--- src/sv/mexp_pkg.sv ---
// ----------------------------------------------------------------------------
// mexp_pkg
// Widths, reset constant and shared request type of the modular exponentiation block.
// ----------------------------------------------------------------------------
package mexp_pkg;

  localparam int unsigned ModW    = 31;  // modulus and residue width
  localparam int unsigned FieldW  = 63;  // base and exponent width
  localparam int unsigned ProdW   = 2 * ModW;
  localparam int unsigned DivW    = 64;  // dividend width seen by the reducer
  localparam int unsigned StepBits = 4;  // dividend bits retired per cycle
  localparam int unsigned StepCnt = DivW / StepBits;
  localparam int unsigned CntW    = $clog2(StepCnt);

  localparam logic [ModW-1:0] ModulusReset = ModW'(1000000007);

  // Request into the shared multiply/reduce unit.
  typedef struct packed {
    logic start;    // launch one operation
    logic raw_sel;  // reduce the raw operand instead of the product
  } mexp_req_t;

endpackage

--- src/sv/modular_exponentiation.sv ---
// ----------------------------------------------------------------------------
// modular_exponentiation
// Right-to-left square-and-multiply modulo a programmable modulus, with a
// Fermat inverse command, built around one shared multiply/reduce unit.
// ----------------------------------------------------------------------------
// Channel   Direction  Handshake                 Payload
// command   in         start, busy               command_i, base_i, exponent_i
// result    out        done_o (one-cycle strobe) residue_o
// config    in         cfg_valid_i, cfg_ready_o  cfg_data_i (modulus)
//
// The shared unit loads its dividend on launch and then reduces four dividend
// bits per cycle until all 64 are retired, and its result is then taken. A
// zero exponent is answered once the base is reduced; each exponent bit below
// the top set bit costs a multiply and a square when set and a square when
// clear, and the top set bit costs a multiply only. A modulus below two
// answers 0 without the shared unit. Reset restores the modulus to 1000000007.
// The result strobe cannot be stalled; config is taken when idle and no
// command is offered.
// ----------------------------------------------------------------------------
module modular_exponentiation (
  input  logic                         clk_i,
  input  logic                         rst_ni,
  input  logic                         start,
  output logic                         busy,
  input  logic                         command_i,
  input  logic [mexp_pkg::FieldW-1:0]  base_i,
  input  logic [mexp_pkg::FieldW-1:0]  exponent_i,
  output logic                         done_o,
  output logic [mexp_pkg::ModW-1:0]    residue_o,
  input  logic                         cfg_valid_i,
  output logic                         cfg_ready_o,
  input  logic [mexp_pkg::ModW-1:0]    cfg_data_i
);
  import mexp_pkg::*;

  typedef enum logic [2:0] {
    S_IDLE,
    S_BASE,
    S_STEP,
    S_MUL,
    S_SQR,
    S_FIN
  } state_e;

  state_e           state_q;
  logic             busy_q;
  logic             done_q;
  logic [ModW-1:0]  residue_q;
  logic [ModW-1:0]  mod_q;
  logic [ModW-1:0]  acc_q;
  logic [ModW-1:0]  sq_q;
  logic [FieldW-1:0] exp_q;

  logic             accept;
  logic             mod_ok;
  mexp_req_t        unit_req;
  logic [ModW-1:0]  op_a;
  logic             unit_done;
  logic [ModW-1:0]  unit_res;

  assign accept      = start && !busy_q;
  assign mod_ok      = (mod_q >= ModW'(2));
  // Hold off a modulus write while busy or while a command transfer is offered.
  assign cfg_ready_o = !busy_q && !start;

  always_ff @(posedge clk_i or negedge rst_ni) begin
    if (!rst_ni) begin
      mod_q <= ModulusReset;
    end else if (cfg_valid_i && cfg_ready_o) begin
      mod_q <= cfg_data_i;
    end
  end

  // Launch the shared unit: base reduction on accept with a legal modulus, then
  // squares and multiplies as the exponent bits dictate.
  always_comb begin
    unit_req = '0;
    op_a     = sq_q;
    unique case (state_q)
      S_IDLE: begin
        unit_req.start   = accept && mod_ok;
        unit_req.raw_sel = 1'b1;
      end
      S_STEP: begin
        unit_req.start = (exp_q != '0);
        op_a           = exp_q[0] ? acc_q : sq_q;
      end
      S_MUL: begin
        unit_req.start = unit_done && (exp_q[FieldW-1:1] != '0);
      end
      default: begin
        unit_req = '0;
      end
    endcase
  end

  always_ff @(posedge clk_i or negedge rst_ni) begin
    if (!rst_ni) begin
      state_q   <= S_IDLE;
      busy_q    <= 1'b0;
      done_q    <= 1'b0;
      residue_q <= '0;
      acc_q     <= '0;
      sq_q      <= '0;
      exp_q     <= '0;
    end else begin
      done_q <= 1'b0;
      unique case (state_q)
        S_IDLE: begin
          if (accept) begin
            busy_q <= 1'b1;
            exp_q  <= command_i ? FieldW'(mod_q - ModW'(2)) : exponent_i;
            if (mod_ok) begin
              acc_q   <= ModW'(1);
              state_q <= S_BASE;
            end else begin
              acc_q   <= '0;
              state_q <= S_FIN;
            end
          end
        end
        S_BASE: begin
          if (unit_done) begin
            sq_q    <= unit_res;
            state_q <= S_STEP;
          end
        end
        S_STEP: begin
          if (exp_q == '0) begin
            residue_q <= acc_q;
            done_q    <= 1'b1;
            busy_q    <= 1'b0;
            state_q   <= S_IDLE;
          end else begin
            state_q <= exp_q[0] ? S_MUL : S_SQR;
          end
        end
        S_MUL: begin
          if (unit_done) begin
            acc_q <= unit_res;
            // Drop the last square when no exponent bits remain.
            if (exp_q[FieldW-1:1] == '0) begin
              residue_q <= unit_res;
              done_q    <= 1'b1;
              busy_q    <= 1'b0;
              state_q   <= S_IDLE;
            end else begin
              state_q <= S_SQR;
            end
          end
        end
        S_SQR: begin
          if (unit_done) begin
            sq_q    <= unit_res;
            exp_q   <= exp_q >> 1;
            state_q <= S_STEP;
          end
        end
        S_FIN: begin
          residue_q <= acc_q;
          done_q    <= 1'b1;
          busy_q    <= 1'b0;
          state_q   <= S_IDLE;
        end
        default: begin
          state_q <= S_IDLE;
        end
      endcase
    end
  end

  mexp_mulred u_mulred (
    .clk_i  (clk_i),
    .rst_ni (rst_ni),
    .req_i  (unit_req),
    .op_a_i (op_a),
    .op_b_i (sq_q),
    .raw_i  (base_i),
    .mod_i  (mod_q),
    .done_o (unit_done),
    .res_o  (unit_res)
  );

  assign busy      = busy_q;
  assign done_o    = done_q;
  assign residue_o = residue_q;

endmodule

--- src/sv/mexp_mulred.sv ---
// ----------------------------------------------------------------------------
// mexp_mulred
// Shared modular unit: a 31x31 multiply or a raw 63-bit load, then a
// restoring reduction modulo m, four dividend bits per cycle.
// ----------------------------------------------------------------------------
module mexp_mulred (
  input  logic                         clk_i,
  input  logic                         rst_ni,
  input  mexp_pkg::mexp_req_t          req_i,
  input  logic [mexp_pkg::ModW-1:0]    op_a_i,
  input  logic [mexp_pkg::ModW-1:0]    op_b_i,
  input  logic [mexp_pkg::FieldW-1:0]  raw_i,
  input  logic [mexp_pkg::ModW-1:0]    mod_i,
  output logic                         done_o,
  output logic [mexp_pkg::ModW-1:0]    res_o
);
  import mexp_pkg::*;

  logic [ProdW-1:0] prod;
  logic [DivW-1:0]  div_d, div_q;
  logic [ModW-1:0]  rem_d, rem_q;
  logic [CntW-1:0]  cnt_q;
  logic             active_q;
  logic             done_q;

  assign prod = ProdW'(op_a_i) * ProdW'(op_b_i);
  assign div_d = req_i.raw_sel ? DivW'(raw_i) : DivW'(prod);

  // Shift in the top dividend bits one at a time, subtract m when it fits.
  always_comb begin
    logic [ModW:0] t;
    rem_d = rem_q;
    for (int i = 0; i < StepBits; i++) begin
      t = {rem_d, div_q[DivW-1-i]};
      if (t >= {1'b0, mod_i}) begin
        t = t - {1'b0, mod_i};
      end
      rem_d = t[ModW-1:0];
    end
  end

  always_ff @(posedge clk_i or negedge rst_ni) begin
    if (!rst_ni) begin
      active_q <= 1'b0;
      done_q   <= 1'b0;
      cnt_q    <= '0;
    end else begin
      done_q <= 1'b0;
      if (req_i.start) begin
        active_q <= 1'b1;
        cnt_q    <= '0;
      end else if (active_q) begin
        cnt_q <= cnt_q + 1'b1;
        if (cnt_q == CntW'(StepCnt - 1)) begin
          active_q <= 1'b0;
          done_q   <= 1'b1;
        end
      end
    end
  end

  always_ff @(posedge clk_i) begin
    if (req_i.start) begin
      div_q <= div_d;
      rem_q <= '0;
    end else if (active_q) begin
      div_q <= div_q << StepBits;
      rem_q <= rem_d;
    end
  end

  assign done_o = done_q;
  assign res_o  = rem_q;

endmodule

--- config.mk ---
export PLATFORM = sky130hd
export DESIGN_NAME = modular_exponentiation
export DESIGN_NICKNAME = d
export VERILOG_FILES = /design/src/sv/mexp_pkg.sv /design/src/sv/modular_exponentiation.sv /design/src/sv/mexp_mulred.sv
export SDC_FILE = /design/constraint.sdc
export NUM_CORES = 2
export LEC_CHECK = 0
export ABC_AREA = 1
export BUFFER_PORTS_ARGS = -buffer_cell sky130_fd_sc_hd__buf_2
export CORE_UTILIZATION = 45
export CTS_CLUSTER_SIZE = 8
export DETAILED_ROUTE_END_ITERATION = 6
export HOLD_SLACK_MARGIN = 0.08
export PLACE_DENSITY = 0.68
export SYNTH_ARGS = -nofsm -noshare
export SYNTH_HDL_FRONTEND = slang
export SYNTH_SLANG_ARGS = --single-unit
--- constraint.sdc ---
create_clock -name clk_i -period 10.7 [get_ports clk_i]
set_input_delay 1.605 -clock clk_i [delete_from_list [all_inputs] [get_ports clk_i]]
set_output_delay 1.605 -clock clk_i [all_outputs]
set_load 0.02 [all_outputs]
==> impl_metrics.tcl <==
set metrics [dict create \
    synth_edf_count 64 \
    seq_area_frac_synth_pct 13.6 \
    syn_inst_count 7597 \
    grt_setup_unrepaired "false" \
    setup.worst_path.class "reg -> reg" \
    ys_types 58 \
    syn_area_mm2 0.0554 \
    place_area_mm2 0.0600 \
    clkTransAtPathRegs_ns 0.06 \
    timing.critical_path.max_delay_family "adder cells" \
    post-route-drc-count 3 \
    fin_area_mm2 0.0614 \
    commonest_non_fill_non_tap_cells_in_the_layout "sky130_fd_sc_hd__nand2_1, sky130_fd_sc_hd__inv_1, sky130_fd_sc_hd__fa_1" \
    place_worst_setup_slack_ns 0.822 \
    synth-main-ff-cell "sky130_fd_sc_hd__dfrtp_1" \
    setup_viol_count_final 0 \
    hold_path_depth 2 \
    die_area_mm2 0.125 \
    core_mm2 0.122 \
    ant_nets 0 \
    power.leakage_nw 31.4 \
    failed_checks "DRC" \
    num_io_pins 196 \
    final.setup_skew_ns 0.106 \
    fin_crit_sh_pct 93.3 \
    cts_tree "built" \
    drt_first_iter_violations 5723 \
    reg2reg_setup_slack_ns 0.72 \
    finalSetupTns_ns 0 \
    die_w_um 353 \
    max-vdd-ir-drop_v 0.0000977 \
    finalCoreUtilization_pct 50.4 \
    worstSetupEndpointType "flip-flop" \
    dr.pass1.iters 7 \
    worst-endpoint-arrival_ns 10.35 \
    dpl_hpwl_mm 180 \
    result_of_the_run "complete, but fails checks" \
    global_route_usage_over_all_layers_pct 35.3 \
    crit_path_max_incr_delay_ns 0.59 \
    power_density_mw_per_mm2 48.1 \
    crit_slowest_cell "sky130_fd_sc_hd__fa_1" \
    synth.net_count 8981 \
    worstSkewPairLatency_ns 0.67 \
    reg2regPathDepth 37 \
    detail_route.vias_per_cell 5.57 \
    hold_end "sq_q[2]$_DFFE_PN0P_" \
    mostFrequentLayoutCell "sky130_fd_sc_hd__nand2_1" \
    worst_hold_startpoint "sq_q[2]$_DFFE_PN0P_" \
    ctsRootBufferMaster "sky130_fd_sc_hd__clkbuf_16" \
    grt_max_degree 125 \
    start_util_pct 45.5 \
    antenna_found_initial 8 \
    numCtsBuffers 44 \
    detailroute.via_count 53100 \
    synth-warning-count 0 \
    worstReg2RegStart "state_q[2]$_DFFE_PN0P_" \
    synth_async_reset_ratio_pct 67.6 \
    hold_viol_final 0 \
    min-delay-path-class "reg -> reg" \
    routedWlPerCell_um 22.9 \
    worstPathMaxFanout 22 \
    setup_slack_ns 0.718 \
    finalCriticalPeriod_ns 9.98 \
    synthesis.area_per_instance_um2 7.29 \
    drive_gt1_share_pct 8.99 \
    net_count_of_the_finished_layout 9258 \
    r2r_end "u_mulred.div_q[42]$_DFFE_PP_" \
    port_buffers 195 \
    max-clock-path-buffers 3 \
    slew_violations 0 \
    areaGrowthSynthToFinish_pct 10.8 \
    worst_slew_margin_rel_pct 26.3 \
    postRouteWirelength_mm 218 \
    synth_seq_cells 293 \
    routabilityCongestion 1.13 \
    worst_pin_slew_ns 1.11 \
    vert_die_dim_um 353 \
    clock.fmax_mhz 100 \
    grt.overflow.total 0 \
    floorplan.rows 128 \
    vias_in_the_first_global_route 53700 \
    wire_length_of_the_first_global_routing_pass_mm 331 \
    cp.buffers_inverters 10 \
    tritoncts_num_sinks 293 \
    clock_tree.htree_level_count 2 \
    critical_path.startpoint_type "flip-flop" \
    holdBufCountCts 0 \
    max_cap_viol_count 0 \
    crit_required_ns 11.07 \
]
[layer usage]
layer	vias to the layer above	share of wire, %	track usage [%]
li1	23700	-	-
met1	26000	41	48.8
met2	2991	41	50.2
met3	459	14	12.3
met4	4	4.8	13.8
met5	-	0.011	0
[layout make-up]
type	instances	area (um2)
Fill cell	12100	60500
Antenna cell	3	7.51
Tap cell	1625	2030
Clock inverter	5	90.1
Inverter	1600	6010
Sequential cell	293	7520
Multi-Input combinational cell	5392	40700
Clock buffer	72	1260
Timing Repair Buffer	543	3770
[cells in the mapped netlist, types with 6 or more instances]
cell / count / area [um2]
sky130_fd_sc_hd__xor2_1: 75 / 657
sky130_fd_sc_hd__a31oi_1: 41 / 257
sky130_fd_sc_hd__buf_1: 18 / 67.6
sky130_fd_sc_hd__nor2_4: 6 / 67.6
sky130_fd_sc_hd__nand2_1: 2051 / 7700
sky130_fd_sc_hd__buf_2: 37 / 185
sky130_fd_sc_hd__nand4_1: 99 / 619
sky130_fd_sc_hd__dfxtp_1: 31 / 621
sky130_fd_sc_hd__nand3b_1: 20 / 150
sky130_fd_sc_hd__nor2_2: 7 / 43.8
sky130_fd_sc_hd__a21oi_1: 286 / 1430
sky130_fd_sc_hd__a221oi_1: 14 / 123
sky130_fd_sc_hd__nor4_1: 22 / 138
sky130_fd_sc_hd__o211ai_1: 88 / 661
sky130_fd_sc_hd__dfrtp_1: 182 / 4550
sky130_fd_sc_hd__nand3_1: 219 / 1100
sky130_fd_sc_hd__nor3_1: 40 / 200
sky130_fd_sc_hd__clkinv_1: 13 / 48.8
sky130_fd_sc_hd__edfxtp_1: 64 / 1920
sky130_fd_sc_hd__dfstp_2: 16 / 420
sky130_fd_sc_hd__or2_2: 19 / 119
sky130_fd_sc_hd__xnor2_1: 63 / 552
sky130_fd_sc_hd__clkbuf_1: 246 / 923
sky130_fd_sc_hd__inv_1: 1561 / 5860
sky130_fd_sc_hd__o21ai_1: 25 / 125
sky130_fd_sc_hd__inv_2: 26 / 97.6
sky130_fd_sc_hd__a21boi_0: 11 / 82.6
sky130_fd_sc_hd__fa_1: 841 / 16800
sky130_fd_sc_hd__buf_4: 8 / 60.1
sky130_fd_sc_hd__o21bai_1: 24 / 180
sky130_fd_sc_hd__ha_1: 381 / 4770
sky130_fd_sc_hd__o21ai_0: 382 / 1910
sky130_fd_sc_hd__a21o_1: 20 / 150
sky130_fd_sc_hd__o21a_1: 9 / 67.6
sky130_fd_sc_hd__nor2_1: 607 / 2280
[registers in the layout, indices dropped and copies added, names as in the netlist, 4 cells and up]
register / cells
u_mulred.res_o: 31
u_mulred.div_q: 64
acc_q: 31
mod_q: 31
sq_q: 31
exp_q: 63
residue_o: 31
u_mulred.cnt_q: 4
[power breakdown]
| part | internal (mW) | switching (mW) | leakage (nW) |
|---|---|---|---|
| registers | 1.19 | 0.0199 | 3.49 |
| clock network | 0.824 | 0.583 | 0.645 |
| logic | 0.111 | 0.220 | 27.2 |
| total | 2.13 | 0.823 | 31.4 |
[timing repair]
| item | in CTS | in global routing |
|---|---|---|
| resized for setup | 0 | 1 |
| setup buffers | 0 | 0 |
| endpoints found under the setup margin | 0 | 1 |
[worst min-delay path, stage by stage, from the launching register on]
cell	delay (ns)
sky130_fd_sc_hd__dfrtp_1	0.35
sky130_fd_sc_hd__nand2_1	0.05
sky130_fd_sc_hd__o21ai_0	0.07
[cells by family (layout without fill, tap and decap cells)]
logic type / Yosys count / count (layout) / share of synthesized area (%)
xor gates and xnor gates: 138 / 138 / 2.18
muxes: 2 / 2 / 0.0407
other: 0 / 3 / 0
buffers and inverters: 1912 / 2220 / 13.1
adders and majority gates: 1222 / 1222 / 39.0
AOI/OAI and AO/OA: 919 / 919 / 9.29
DFF: 293 / 293 / 13.6
and+or+nand+nor: 3111 / 3111 / 22.8
[through the flow]
stage / power (mW) / cells / hold slack [ns]
6_report: 2.95 / 9533 / 0.510
5_1_grt: 3.05 / 9530 / 0.535
4_1_cts: 2.96 / 9530 / 0.507
3_5_place_dp: 1.56 / 9453 / 0.496
3_3_place_gp: 1.55 / 9453 / 0.489
2_1_floorplan: 1.39 / 7597 / 0.446
[worst max-delay path by stage]
stage                                       from                               to  slack, ns  depth (start not counted)
after detailed placement  state_q[2]$_DFFE_PN0P_     u_mulred.div_q[42]$_DFFE_PP_       0.82                         37
after global placement    state_q[2]$_DFFE_PN0P_     u_mulred.div_q[42]$_DFFE_PP_       0.86                         37
after global routing      state_q[2]$_DFFE_PN0P_     u_mulred.div_q[42]$_DFFE_PP_       0.21                         37
final                     state_q[2]$_DFFE_PN0P_     u_mulred.div_q[42]$_DFFE_PP_       0.72                         37
after CTS                 state_q[2]$_DFFE_PN0P_     u_mulred.div_q[42]$_DFFE_PP_       0.72                         37
after floorplan             mod_q[1]$_DFFE_PN1P_  u_mulred.res_o[10]$_SDFFE_PP0P_       2.59                         57
Power figures use the tool's default switching activity.
